--- src/rtl/rtp_source_failover_selector_top_macros.svh ---
// Assertion macros shared by the RTP source failover selector sources.
`ifndef RTP_SOURCE_FAILOVER_SELECTOR_TOP_MACROS_SVH
`define RTP_SOURCE_FAILOVER_SELECTOR_TOP_MACROS_SVH
`ifndef SYNTH
// Checked outside reset only.
`define RSFS_ASSERT(name, prop, msg) \
  name: assert property (@(posedge clk_i) disable iff (!rst_ni) prop) else $error(msg);
// Checked at every edge, reset included.
`define RSFS_ASSERT_ALWAYS(name, prop, msg) \
  name: assert property (@(posedge clk_i) prop) else $error(msg);
`else
`define RSFS_ASSERT(name, prop, msg)
`define RSFS_ASSERT_ALWAYS(name, prop, msg)
`endif
`endif

--- src/rtl/rsfs_pkg.sv ---
// Types, codes and constants of the RTP source failover selector.
package rsfs_pkg;

  localparam int unsigned COUNT_BITS = 32;
  localparam int unsigned LOCK_RUN_PACKETS = 2;
  localparam int unsigned RTP_MIN_SIZE = 12;
  localparam int unsigned RTCP_MIN_SIZE = 8;
  localparam int unsigned LOCK_WINDOW_MS = 1000;
  localparam int unsigned MAX_SEQ_STEP = 100;
  localparam int unsigned RTCP_TYPE_LO = 192;
  localparam int unsigned RTCP_TYPE_HI = 223;
  localparam int unsigned RTP_VERSION = 2;

  localparam int unsigned IN_DATA_W = 112;
  localparam int unsigned IN_USER_W = 4;
  localparam int unsigned OUT_DATA_W = 104;
  localparam int unsigned CFG_IDX_W = 3;
  localparam int unsigned CFG_DATA_W = 16;

  typedef enum logic [CFG_IDX_W-1:0] {
    REG_SILENCE_TIMEOUT = 3'd0,
    REG_VIDEO_PT        = 3'd1,
    REG_AUDIO_PT        = 3'd2,
    REG_DIRECT_EN       = 3'd3,
    REG_RELAY_EN        = 3'd4
  } cfg_idx_e;

  typedef enum logic [1:0] {
    CH_VIDEO_RTP  = 2'd0,
    CH_AUDIO_RTP  = 2'd1,
    CH_VIDEO_RTCP = 2'd2,
    CH_AUDIO_RTCP = 2'd3
  } chan_e;

  typedef enum logic {
    KIND_PACKET = 1'b0,
    KIND_TICK   = 1'b1
  } kind_e;

  typedef enum logic {
    SRC_DIRECT = 1'b0,
    SRC_RELAY  = 1'b1
  } src_e;

  typedef enum logic [1:0] {
    SEL_NONE   = 2'd0,
    SEL_DIRECT = 2'd1,
    SEL_RELAY  = 2'd2
  } sel_e;

  typedef struct packed {
    logic [15:0] silence_timeout;
    logic [6:0]  video_pt;
    logic [6:0]  audio_pt;
    logic        direct_en;
    logic        relay_en;
  } cfg_t;

  typedef struct packed {
    kind_e       kind;
    src_e        source;
    chan_e       channel;
    logic [15:0] pkt_length;
    logic [7:0]  first_byte;
    logic [7:0]  second_byte;
    logic [15:0] seq_number;
    logic [31:0] stream_id;
    logic [31:0] time_ms;
  } item_t;

  typedef logic [COUNT_BITS-1:0] count_t;

  // Counters are reported as their low 32 bits, zero extended when narrower.
  function automatic logic [31:0] count_out(count_t c);
    logic [63:0] w;
    w = 64'(c);
    return w[31:0];
  endfunction

endpackage

--- src/rtl/rsfs_hdr_check.sv ---
// Header validation of one packet summary by channel and source enable.
module rsfs_hdr_check
  import rsfs_pkg::*;
(
  input  item_t item_i,
  input  cfg_t  cfg_i,
  output logic  ok_o
);

  logic       ver_ok;
  logic       src_en;
  logic       rtp_len_ok;
  logic       rtcp_len_ok;
  logic [6:0] pt;
  logic       chan_ok;

  assign ver_ok      = item_i.first_byte[7:6] == 2'(RTP_VERSION);
  assign src_en      = (item_i.source == SRC_DIRECT) ? cfg_i.direct_en : cfg_i.relay_en;
  assign rtp_len_ok  = item_i.pkt_length >= 16'(RTP_MIN_SIZE);
  assign rtcp_len_ok = item_i.pkt_length >= 16'(RTCP_MIN_SIZE);
  assign pt          = item_i.second_byte[6:0];

  always_comb begin
    case (item_i.channel)
      CH_VIDEO_RTP: chan_ok = rtp_len_ok && (pt == cfg_i.video_pt);
      CH_AUDIO_RTP: chan_ok = rtp_len_ok && (pt == cfg_i.audio_pt);
      default: chan_ok = rtcp_len_ok &&
                         (item_i.second_byte >= 8'(RTCP_TYPE_LO)) &&
                         (item_i.second_byte <= 8'(RTCP_TYPE_HI));
    endcase
  end

  assign ok_o = (item_i.kind == KIND_PACKET) && ver_ok && src_en && chan_ok;

endmodule

--- src/rtl/rsfs_cand.sv ---
// Candidate tracker of one source: counts consecutive in-order video packets.
module rsfs_cand
  import rsfs_pkg::*;
(
  input  logic        clk_i,
  input  logic        rst_ni,
  input  logic        en_i,
  input  logic        clear_i,
  input  logic        upd_i,
  input  logic [31:0] ssrc_i,
  input  logic [15:0] seq_i,
  input  logic [31:0] now_i,
  output logic        lock_o
);

  logic [31:0] ssrc_q, ssrc_d, ssrc_e;
  logic [15:0] seq_q, seq_e;
  logic [1:0]  run_q, run_d, run_e;
  logic [31:0] time_q, time_e;
  logic [15:0] step;
  logic [31:0] age;
  logic        follows;

  // A timeout in the same beat clears the tracker before it is used.
  assign ssrc_e = clear_i ? '0 : ssrc_q;
  assign seq_e  = clear_i ? '0 : seq_q;
  assign run_e  = clear_i ? '0 : run_q;
  assign time_e = clear_i ? '0 : time_q;

  assign step = seq_i - seq_e;
  assign age  = now_i - time_e;

  assign follows = (run_e != 2'd0) && (ssrc_e == ssrc_i) &&
                   (age <= 32'(LOCK_WINDOW_MS)) &&
                   (step != 16'd0) && (step <= 16'(MAX_SEQ_STEP));

  always_comb begin
    if (follows) begin
      ssrc_d = ssrc_e;
      run_d  = (run_e < 2'd2) ? run_e + 2'd1 : run_e;
    end else begin
      ssrc_d = ssrc_i;
      run_d  = 2'd1;
    end
  end

  assign lock_o = run_d >= 2'(LOCK_RUN_PACKETS);

  always_ff @(posedge clk_i or negedge rst_ni) begin
    if (!rst_ni) begin
      ssrc_q <= '0;
      seq_q  <= '0;
      run_q  <= '0;
      time_q <= '0;
    end else if (en_i && upd_i) begin
      ssrc_q <= ssrc_d;
      seq_q  <= seq_i;
      run_q  <= run_d;
      time_q <= now_i;
    end else if (en_i && clear_i) begin
      ssrc_q <= '0;
      seq_q  <= '0;
      run_q  <= '0;
      time_q <= '0;
    end
  end

endmodule

--- src/rtl/rsfs_sat_cnt.sv ---
// Saturating event counter that also presents its next value.
module rsfs_sat_cnt
  import rsfs_pkg::*;
(
  input  logic   clk_i,
  input  logic   rst_ni,
  input  logic   en_i,
  input  logic   inc_i,
  output count_t cnt_o,
  output count_t cnt_next_o
);

  count_t cnt_q, cnt_d;

  always_comb begin
    cnt_d = cnt_q;
    if (inc_i && (cnt_q != '1)) begin
      cnt_d = cnt_q + count_t'(1);
    end
  end

  always_ff @(posedge clk_i or negedge rst_ni) begin
    if (!rst_ni) begin
      cnt_q <= '0;
    end else if (en_i) begin
      cnt_q <= cnt_d;
    end
  end

  assign cnt_o      = cnt_q;
  assign cnt_next_o = cnt_d;

endmodule

--- src/rtl/rtp_source_failover_selector_top.sv ---
// RTP source failover selector: picks one of two RTP sources, direct or relay,
// and marks the packets of the chosen source for forwarding. Each input beat is a
// packet header summary or a time tick, both stamped with a millisecond time.
// A beat first drops the active source when its video has been silent longer
// than the silence timeout, then validates the header for its channel, feeds the
// per-source candidate trackers while no source is active, and locks onto the
// first source that delivers two video packets with one SSRC whose sequence
// numbers step by 1 to 100 within one second. Every input beat yields exactly
// one output beat. The block takes one beat per clock cycle while the master
// side takes results: the whole update is a single pass of compare logic between
// the input register and the result register, and the state written by one beat
// is seen by the next beat. An accepted beat waits in the input register until
// the result register is free; its result is then registered and offered on the
// master side. There is no start-up sweep; the block is ready right after reset.
// Configuration is written through a simple write port and should change only
// while no beat is in flight.
`include "rtp_source_failover_selector_top_macros.svh"

module rtp_source_failover_selector_top
  import rsfs_pkg::*;
(
  input  logic                  clk_i,
  input  logic                  rst_ni,
  // Configuration write port.
  input  logic                  cfg_we_i,
  input  logic [CFG_IDX_W-1:0]  cfg_idx_i,
  input  logic [CFG_DATA_W-1:0] cfg_wdata_i,
  // Input stream.
  input  logic                  s_axis_tvalid,
  output logic                  s_axis_tready,
  // tdata from bit 0: pkt_length[15:0], first_byte[23:16], second_byte[31:24],
  // seq_number[47:32], stream_id[79:48], time_ms[111:80].
  input  logic [IN_DATA_W-1:0]  s_axis_tdata,
  // tuser from bit 0: kind[0], source[1], channel[3:2].
  input  logic [IN_USER_W-1:0]  s_axis_tuser,
  // Output stream.
  output logic                  m_axis_tvalid,
  input  logic                  m_axis_tready,
  // tdata from bit 0: header_ok[0], forward[1], current source[3:2],
  // selected_now[4], timed_out[5], direct_count[37:6], relay_count[69:38],
  // switch_count[101:70], zero padding[103:102].
  output logic [OUT_DATA_W-1:0] m_axis_tdata
);

  // Configuration registers.
  cfg_t cfg_q;

  always_ff @(posedge clk_i or negedge rst_ni) begin
    if (!rst_ni) begin
      cfg_q.silence_timeout <= 16'd5000;
      cfg_q.video_pt        <= 7'd96;
      cfg_q.audio_pt        <= 7'd111;
      cfg_q.direct_en       <= 1'b1;
      cfg_q.relay_en        <= 1'b1;
    end else if (cfg_we_i) begin
      case (cfg_idx_i)
        REG_SILENCE_TIMEOUT: cfg_q.silence_timeout <= cfg_wdata_i;
        REG_VIDEO_PT:        cfg_q.video_pt        <= cfg_wdata_i[6:0];
        REG_AUDIO_PT:        cfg_q.audio_pt        <= cfg_wdata_i[6:0];
        REG_DIRECT_EN:       cfg_q.direct_en       <= cfg_wdata_i[0];
        REG_RELAY_EN:        cfg_q.relay_en        <= cfg_wdata_i[0];
        default: ;
      endcase
    end
  end

  // Input register. The result register decides whether the stage may advance.
  logic  in_valid_q;
  item_t in_q;
  logic  out_valid_q;
  logic  out_load;
  logic  fire;

  assign out_load      = !out_valid_q || m_axis_tready;
  assign fire          = in_valid_q && out_load;
  assign s_axis_tready = !in_valid_q || out_load;

  always_ff @(posedge clk_i or negedge rst_ni) begin
    if (!rst_ni) begin
      in_valid_q <= 1'b0;
    end else if (s_axis_tvalid && s_axis_tready) begin
      in_valid_q <= 1'b1;
    end else if (fire) begin
      in_valid_q <= 1'b0;
    end
  end

  always_ff @(posedge clk_i) begin
    if (s_axis_tvalid && s_axis_tready) begin
      in_q.kind        <= kind_e'(s_axis_tuser[0]);
      in_q.source      <= src_e'(s_axis_tuser[1]);
      in_q.channel     <= chan_e'(s_axis_tuser[3:2]);
      in_q.pkt_length  <= s_axis_tdata[15:0];
      in_q.first_byte  <= s_axis_tdata[23:16];
      in_q.second_byte <= s_axis_tdata[31:24];
      in_q.seq_number  <= s_axis_tdata[47:32];
      in_q.stream_id   <= s_axis_tdata[79:48];
      in_q.time_ms     <= s_axis_tdata[111:80];
    end
  end

  // Selection state.
  sel_e        active_sel_q, active_sel_d, act_mid;
  logic [31:0] active_last_q, active_last_d, last_mid;
  logic [31:0] silence;
  logic        tout;
  logic        hdr_ok;
  sel_e        me;
  logic        is_video;
  logic        track_en;
  logic        lock_direct, lock_relay, lock;
  logic        sel_now;
  logic        video_hit;
  logic        fwd;

  // The silence check runs first, on every beat including ticks.
  assign silence = in_q.time_ms - active_last_q;
  assign tout    = (active_sel_q != SEL_NONE) && (silence > 32'(cfg_q.silence_timeout));
  assign act_mid = tout ? SEL_NONE : active_sel_q;
  assign last_mid = tout ? '0 : active_last_q;

  rsfs_hdr_check u_hdr_check (
    .item_i (in_q),
    .cfg_i  (cfg_q),
    .ok_o   (hdr_ok)
  );

  assign me       = (in_q.source == SRC_RELAY) ? SEL_RELAY : SEL_DIRECT;
  assign is_video = in_q.channel == CH_VIDEO_RTP;
  // Candidate tracking only runs while no source holds the selection.
  assign track_en = hdr_ok && is_video && (act_mid == SEL_NONE);

  rsfs_cand u_cand_direct (
    .clk_i   (clk_i),
    .rst_ni  (rst_ni),
    .en_i    (fire),
    .clear_i (tout),
    .upd_i   (track_en && (in_q.source == SRC_DIRECT)),
    .ssrc_i  (in_q.stream_id),
    .seq_i   (in_q.seq_number),
    .now_i   (in_q.time_ms),
    .lock_o  (lock_direct)
  );

  rsfs_cand u_cand_relay (
    .clk_i   (clk_i),
    .rst_ni  (rst_ni),
    .en_i    (fire),
    .clear_i (tout),
    .upd_i   (track_en && (in_q.source == SRC_RELAY)),
    .ssrc_i  (in_q.stream_id),
    .seq_i   (in_q.seq_number),
    .now_i   (in_q.time_ms),
    .lock_o  (lock_relay)
  );

  assign lock    = (in_q.source == SRC_RELAY) ? lock_relay : lock_direct;
  assign sel_now = track_en && lock;

  assign active_sel_d = sel_now ? me : act_mid;
  // Video from the source that holds the selection refreshes its silence timer.
  assign video_hit     = hdr_ok && is_video && (active_sel_d == me);
  assign active_last_d = video_hit ? in_q.time_ms : last_mid;
  assign fwd           = hdr_ok && (active_sel_d == me);

  always_ff @(posedge clk_i or negedge rst_ni) begin
    if (!rst_ni) begin
      active_sel_q  <= SEL_NONE;
      active_last_q <= '0;
    end else if (fire) begin
      active_sel_q  <= active_sel_d;
      active_last_q <= active_last_d;
    end
  end

  // Saturating totals.
  count_t direct_cnt, direct_next;
  count_t relay_cnt, relay_next;
  count_t switch_cnt, switch_next;

  rsfs_sat_cnt u_cnt_direct (
    .clk_i      (clk_i),
    .rst_ni     (rst_ni),
    .en_i       (fire),
    .inc_i      (hdr_ok && (in_q.source == SRC_DIRECT)),
    .cnt_o      (direct_cnt),
    .cnt_next_o (direct_next)
  );

  rsfs_sat_cnt u_cnt_relay (
    .clk_i      (clk_i),
    .rst_ni     (rst_ni),
    .en_i       (fire),
    .inc_i      (hdr_ok && (in_q.source == SRC_RELAY)),
    .cnt_o      (relay_cnt),
    .cnt_next_o (relay_next)
  );

  rsfs_sat_cnt u_cnt_switch (
    .clk_i      (clk_i),
    .rst_ni     (rst_ni),
    .en_i       (fire),
    .inc_i      (sel_now),
    .cnt_o      (switch_cnt),
    .cnt_next_o (switch_next)
  );

  // Result register. It holds a finished beat while the input register already
  // takes the next one.
  logic [OUT_DATA_W-1:0] out_data_q;

  always_ff @(posedge clk_i or negedge rst_ni) begin
    if (!rst_ni) begin
      out_valid_q <= 1'b0;
    end else if (fire) begin
      out_valid_q <= 1'b1;
    end else if (m_axis_tready) begin
      out_valid_q <= 1'b0;
    end
  end

  always_ff @(posedge clk_i) begin
    if (fire) begin
      out_data_q <= {2'b00,
                     count_out(switch_next),
                     count_out(relay_next),
                     count_out(direct_next),
                     tout,
                     sel_now,
                     active_sel_d,
                     fwd,
                     hdr_ok};
    end
  end

  assign m_axis_tvalid = out_valid_q;
  assign m_axis_tdata  = out_data_q;

  // A selection is made only by a valid packet and always leaves a source active.
  `RSFS_ASSERT(a_sel_consistent, m_axis_tvalid && m_axis_tdata[4] |-> m_axis_tdata[0] && (m_axis_tdata[3:2] != SEL_NONE), "selection without a valid packet or an active source")
  // Forwarded video must have refreshed the silence timer.
  `RSFS_ASSERT(a_video_refresh, fire && video_hit |=> active_last_q == $past(in_q.time_ms), "video from the selected source did not refresh the silence timer")
  // The switch total moves only on a selection.
  `RSFS_ASSERT(a_switch_only_on_sel, !(fire && sel_now) |=> switch_cnt == $past(switch_cnt), "switch total moved without a selection")
  // Totals other than the switch count never move without a beat.
  `RSFS_ASSERT(a_totals_hold, !fire |=> $stable(direct_cnt) && $stable(relay_cnt), "packet totals moved without a beat")
  // A cycle in reset leaves both pipeline stages empty.
  `RSFS_ASSERT_ALWAYS(a_reset_idle, !rst_ni |=> !m_axis_tvalid && !in_valid_q, "pipeline not empty after reset")

endmodule
--- config.mk ---
export PLATFORM = sky130hd
export DESIGN_NAME = rtp_source_failover_selector_top
export DESIGN_NICKNAME = d
export VERILOG_FILES = /design/src/rtl/rsfs_pkg.sv /design/src/rtl/rsfs_hdr_check.sv /design/src/rtl/rsfs_cand.sv /design/src/rtl/rsfs_sat_cnt.sv /design/src/rtl/rtp_source_failover_selector_top.sv
export VERILOG_INCLUDE_DIRS = /design/src /design/src/rtl
export SDC_FILE = /design/constraint.sdc
export NUM_CORES = 1
export LEC_CHECK = 0
export BUFFER_PORTS_ARGS = -buffer_cell sky130_fd_sc_hd__buf_2
export CAP_MARGIN = 10
export CORE_UTILIZATION = 61
export CTS_CLUSTER_SIZE = 12
export DETAILED_ROUTE_END_ITERATION = 16
export PLACE_DENSITY = 0.81
export SLEW_MARGIN = 0
export SYNTH_ARGS = -nofsm -noshare
export SYNTH_HDL_FRONTEND = slang
export SYNTH_SLANG_ARGS = --single-unit
--- constraint.sdc ---
create_clock -name clk_i -period 11.3 [get_ports clk_i]
set_input_delay 2.26 -clock clk_i [delete_from_list [all_inputs] [get_ports clk_i]]
set_output_delay 2.26 -clock clk_i [all_outputs]
set_load 0.02 [all_outputs]
==> metrics.cfg, run 1 <==
[cts]
cts_tree = built
cts_buffers = 56
cts_setup_buffers = 0
clk_path_buf_depth = 3
clock-root-buffer = clkbuf_16
holdBufCountCts = 0
clkTransAtPathRegs_ps = 60
cts-resized-gates = 0
cts_max_level = 2
cts_sinks = 538
worstSkewPairLatency_ps = 640

[placed_design]
port_buffers = 235
place_ws_ps = 942
gp_congestion = 0.959
dp_hpwl_um = 60400

[floorplanning]
ios = 246
start_util = 0.621
dieArea_mm2 = 0.0521
rows = 82
die_h_um = 228
coreArea_mm2 = 0.0503
die-width_um = 228

[yosys]
syn_inst = 3282
synth_edf_count = 210
synth.most_common_cell = nand2_1
synth_top_area_frac = 0.251
netlist_area_mm2 = 0.0312
yosysSeqAreaShare = 0.466
synth_top_area_cell = dfrtp_1
yosys-top-cells-area = dfrtp_1 25%, edfxtp_1 20%, nand2_1 6.7%
synthArstFlopShare = 0.610
synth-warning-count = 0
ys.flop_type = dfrtp_1
yosysUniqueCellTypes = 90
synth.avg_cell_area_um2 = 9.51
synth-seq-cells = 538
yosys-top-cells-count = 560 x nand2_1, 313 x dfrtp_1, 253 x o21ai_0

[layout]
area_growth_pct = 12.6
drive_gt1_frac = 0.143
nets = 3794

[timing]
timing.final.max_slew_violations = 0
fmax_mhz = 94.2
finalSetupTns_ps = 0
fin_ws_ps = 681
skew_ps = 41.9
hold_viol_final = 0
relSlewSlack = 0.209
tightest_slew_ps = 1190
fin_crit_sh = 0.940
setup_violations = 0
rsz0062_at_grt = false
period_minus_slack_ps = 10620

[critical_path]
critPathMaxStageDelay_ps = 630
path_buf_inv = 4
end_kind = flop
cp_top_family = simple AND/OR/NAND/NOR gates
startpoint_type = flop
slowest_stage = o21ai_0
crit_top_cell = ha_1
critical_path_peak_fanout = 41
crit_type = reg2reg
required_ps = 11660
critical_path_arrival_ps = 10980

[detailed_routing]
post_drt_wl_per_cell_um = 19.5
drt_iter0_drc = 2253
vias_per_cell = 6.09
drt_pass1_iterations = 9
wl_um = 82700
vias = 25800
detail-route-antenna-nets = 0
drc_errors = 0

[pwr]
powerDensity_mw_per_mm2 = 129
peakVddDrop_mv = 0.129
power.static_leakage_nw = 14.9

[global_route]
grt_pass1_wl_um = 133000
grt_pass1_vias = 25200
grt_usage = 0.317
grt_max_degree = 107
antenna_found_initial = 6
grt_remaining_overflow = 0

[flow_run]
maxCapViolCount = 0

[outcome]
outcome = completed

[worst_hold_path]
min-delay-path-class = reg2reg

## metrics by stage
step | util | cell area (µm²) | power (W) | instances | hold slack [ps]
after floorplan | - | 31200 | 0.00254 | 3283 | 452
after global placement | 0.662 | 33300 | 0.00272 | 4121 | 471
after detailed placement | 0.662 | 33300 | 0.00274 | 4121 | 484
after CTS | 0.699 | 35100 | 0.00456 | 4226 | 497
after global routing | 0.699 | 35100 | 0.00469 | 4226 | 524
final | 0.699 | 35100 | 0.00453 | 4228 | 493
## worst register-to-register path, delay by kind of cell, from the launching register on
| family | cells | cell delay [ps] |
|---|---|---|
| and+or+nand+nor | 19 | 5140 |
| AOI/OAI and AO/OA | 8 | 2390 |
| adders and majority gates | 4 | 1300 |
| buffers and inverters | 4 | 840 |
| xor gates and xnor gates | 3 | 360 |
| DFF | 1 | 350 |
## final timing paths
| check | from | end | slack [ps] | depth (start not counted) |
|---|---|---|---|---|
| max in group asynchronous | rst_ni | u_cnt_switch.cnt_o[29]$_DFFE_PN0P_ | 7970 | 2 |
| min in group asynchronous | rst_ni | u_cand_direct.time_q[3]$_DFFE_PN0P_ | 1730 | 1 |
| hold / removal | in_q[64]$_DFFE_PP_ | u_cand_direct.seq_q[0]$_DFFE_PN0P_ | 490 | 2 |
| setup / recovery | in_q[0]$_DFFE_PP_ | m_axis_tdata[99]$_DFFE_PP_ | 680 | 38 |
| setup reg to reg | in_q[0]$_DFFE_PP_ | m_axis_tdata[99]$_DFFE_PP_ | 680 | 38 |
| hold reg to reg | in_q[64]$_DFFE_PP_ | u_cand_direct.seq_q[0]$_DFFE_PN0P_ | 490 | 2 |
## placed cells by master, fill, tap and decap left out, types with 137 or more instances in the layout
cell | synthesis | routed
inv_1 | 137 | 137
edfxtp_1 | 210 | 210
o21ai_0 | 253 | 253
ha_1 | 146 | 146
dfrtp_1 | 313 | 313
nand2_1 | 560 | 558
nor2_1 | 159 | 159
xnor2_1 | 162 | 162
a21oi_1 | 181 | 181
buf_2 | 4 | 234
## report_power, final
part           switching (W)  leakage (nW)  internal [W]  total [W]
logic               0.000329          7.65      0.000195   0.000524
clock network       0.000774         0.885       0.00105    0.00182
registers          0.0000587          6.40       0.00212    0.00218
## flip-flops by register name (all words and copies together) (netlist names)
name and count:
u_cnt_switch.cnt_o 32, u_cand_relay.seq_q 16, active_last_q 32, u_cand_relay.time_q 32, in_valid_q 1, u_cnt_relay.cnt_o 32
m_axis_tvalid 1, u_cand_relay.ssrc_q 32, u_cand_direct.seq_q 16, m_axis_tdata 102, u_cand_direct.run_q 2, in_q 108
u_cnt_direct.cnt_o 32, active_sel_q 2, u_cand_direct.time_q 32, cfg_q 32, u_cand_direct.ssrc_q 32, u_cand_relay.run_q 2
## routing by layer
metal,vias up,part of all wire,track usage,wire [µm]
met5,-,0.00059,0,49
met4,8,0.032,0.109,2620
met3,196,0.064,0.0496,5270
li1,12200,-,-,-
met1,12400,0.42,0.419,35000
met2,971,0.48,0.532,39700
## logic make-up after synthesis
group | after synthesis | share of synthesized area
buffers and inverters | 284 | 0.0358
and+or+nand+nor | 1210 | 0.183
xor gates and xnor gates | 279 | 0.0783
adders and majority gates | 147 | 0.0592
DFF | 538 | 0.466
other | 1 | 0.000120
muxes | 74 | 0.0259
AOI/OAI and AO/OA | 749 | 0.152
## cell type report
class | instances | area, µm²
Antenna cell | 2 | 5.00
Inverter | 138 | 523
Tap cell | 672 | 841
Clock buffer | 88 | 1610
Timing Repair Buffer | 312 | 1800
Clock inverter | 17 | 218
Fill cell | 3757 | 15100
Sequential cell | 538 | 14500
Multi-Input combinational cell | 2461 | 15600
Power figures use the tool's default switching activity.
==> run 2: changes to the inputs <==
Settings changed: CORE_UTILIZATION 61 to 55, PLACE_DENSITY 0.81 to 0.77.
Clock period 11.3 ns to 8.7 ns, I/O delays scaled along.
==> metrics.cfg, run 2 (synthesized netlist as in run 1, its figures left out) <==
[cts]
clkTransAtPathRegs_ps = 70  ; about the same
cts_sinks = 538  ; unchanged
cts_buffers = 58  ; +3.6%
worstSkewPairLatency_ps = 640  ; about the same
cts_tree = built
clk_path_buf_depth = 3  ; unchanged
holdBufCountCts = 0  ; unchanged
clock-root-buffer = clkbuf_16
cts_max_level = 2  ; unchanged

[detailed_routing]
vias_per_cell = 5.89  ; -3.3%
vias = 27800  ; +7.9%
drc_errors = 0  ; unchanged
post_drt_wl_per_cell_um = 19.5  ; -0.22%
drt_pass1_iterations = 6  ; -3
detail-route-antenna-nets = 0  ; unchanged
wl_um = 92000  ; +11%
drt_iter0_drc = 2730  ; +21%

[pwr]
p_seq_frac = 0.455  ; -0.027
p_sw_w = 0.00161  ; +39%
clock_power_share = 0.405  ; +0.002
power.static_leakage_nw = 17.6  ; +18%
switching_share = 0.259  ; +0.00311
power_frac_comb = 0.140  ; +0.024
p_int_w = 0.00460  ; +36%
peakVddDrop_mv = 0.171  ; +32%
powerDensity_mw_per_mm2 = 155  ; +20%

[outcome]
violations = setup timing
outcome = finished, violations left

[critical_path]
slowest_stage = or4_4
end_kind = flop
required_ps = 9080  ; -2580 ps
critPathMaxStageDelay_ps = 550  ; -80 ps
critical_path_peak_fanout = 7  ; -83%
crit_type = reg2reg
critical_path_arrival_ps = 9460  ; -1520 ps
startpoint_type = flop

[floorplanning]
dieArea_mm2 = 0.0577  ; +11%
rows = 86  ; +4.9%
ios = 246  ; unchanged
coreArea_mm2 = 0.0556  ; +11%
die_h_um = 240  ; +5.3%
start_util = 0.561  ; -0.0598
die-width_um = 240  ; +5.3%

[placed_design]
gp_congestion = 0.960  ; about the same
dp.cells = 4540  ; +10%
port_buffers = 235  ; unchanged
dp_hpwl_um = 61800  ; +2.5%
place_ws_ps = -879  ; -1820 ps

[timing]
period_minus_slack_ps = 9080  ; -1540 ps
fin_crit_sh = 1.04  ; +0.104
hold_viol_final = 0  ; unchanged
skew_ps = 31.9  ; -9.98 ps
timing.final.max_slew_violations = 0  ; unchanged
relSlewSlack = 0.213  ; +0.00433
rsz0062_at_grt = true
fin_ws_ps = -381  ; -1060 ps
setup_violations = 92  ; +92
tightest_slew_ps = 1150  ; -35.0 ps
fmax_mhz = 110  ; +17%

[global_route]
grt_remaining_overflow = 0  ; unchanged
grt_usage = 0.312  ; -0.00545
grt_max_degree = 145  ; +36%
grt_pass1_wl_um = 142000  ; +7.3%
met2_usage = 0.508  ; -0.0233
grt_busiest_layer = met2
grt_pass1_vias = 26400  ; +4.9%
grtUsageMet1 = 0.430  ; +0.0107
use_met3 = 0.0417  ; -0.00795
antenna_found_initial = 1  ; -5

[flow_run]
maxCapViolCount = 0  ; unchanged

[layout]
fin_util = 0.721  ; +0.0225
nets = 4203  ; +11%
drive_gt1_frac = 0.276  ; +0.133
fin_cells = 4717  ; +12%
largest_reg_flops = 108  ; unchanged
fillCellCount = 3915  ; +4.2%
final_cell_mix = 546 x nand2_1, 442 x buf_4, 313 x dfrtp_1, 234 x buf_2, 230 x o21ai_0
top_register = in_q
layout_commonest_cell = nand2_1
area_growth_pct = 28.6

[worst_hold_path]
min-delay-path-class = reg2reg

## run 2: what timing repair did
action	CTS	global route
setup buffers	38	24
gates cloned	10	0
setup endpoints to repair	129	132
gates resized for setup	169	136
endpoints found under the hold margin	0	0
pin swaps	61	54
## run 2: final timing paths
| path | from | end | slack [ps] | cells after the start |
|---|---|---|---|---|
| hold reg to reg | in_q[33]$_DFFE_PP_ | u_cand_direct.ssrc_q[1]$_DFFE_PN0P_ | 480 | 2 |
| max in group asynchronous | rst_ni | u_cnt_switch.cnt_o[13]$_DFFE_PN0P_ | 6390 | 2 |
| min in group asynchronous | rst_ni | active_last_q[4]$_DFFE_PN0P_ | 1050 | 1 |
| setup / recovery | in_q[2]$_DFFE_PP_ | m_axis_tdata[93]$_DFFE_PP_ | -380 | 40 |
| setup reg to reg | in_q[2]$_DFFE_PP_ | m_axis_tdata[93]$_DFFE_PP_ | -380 | 40 |
| hold / removal | in_q[33]$_DFFE_PP_ | u_cand_direct.ssrc_q[1]$_DFFE_PN0P_ | 480 | 2 |
## run 2: metrics by stage
stage | area (µm²) | power, W | TNS [ps] | hold slack (ps)
2_1_floorplan | 31300 | 0.00330 | 0 | 452
3_3_place_gp | 36100 | 0.00365 | -54780 | 466
3_5_place_dp | 36100 | 0.00367 | -72620 | 477
4_1_cts | 39400 | 0.00620 | -27910 | 487
5_1_grt | 40100 | 0.00644 | -55280 | 502
6_report | 40100 | 0.00621 | -19380 | 482
## run 2: critical path, delay by kind of cell (launching register included)
family,cells,cell delay (ps)
AO/OA/AOI/OAI,10,1860
XOR/XNOR,2,320
adder cells (fa/ha/maj),3,800
buffers and inverters,8,1080
flip-flops,1,450
AND/OR/NAND/NOR,17,4310
## run 2: per-layer routing
metal,vias to the layer above,wire length [µm]
li1,13000,-
met1,13400,39000
met2,1129,43800
met3,182,6480
met4,0,2750
met5,-,0
## run 2: power groups by stage
stage,sequential [W],clock [W],combinational (W)
3_5_place_dp,0.00287,0,0.000796
6_report,0.00282,0.00252,0.000868
5_1_grt,0.00283,0.00266,0.000948
4_1_cts,0.00282,0.00254,0.000833
3_3_place_gp,0.00287,0,0.000783
2_1_floorplan,0.00289,0,0.000407
## run 2: area by class of cell
cell class	count	area, µm²	area share
well taps	748	936	0.0233
clock inverters	19	278	0.00692
repair buffers	719	5230	0.130
clock buffers	91	1670	0.0415
inverters	138	523	0.0130
multi-input cells	2461	17000	0.422
flip-flops and latches	538	14500	0.362
diodes	3	7.51	0.000187
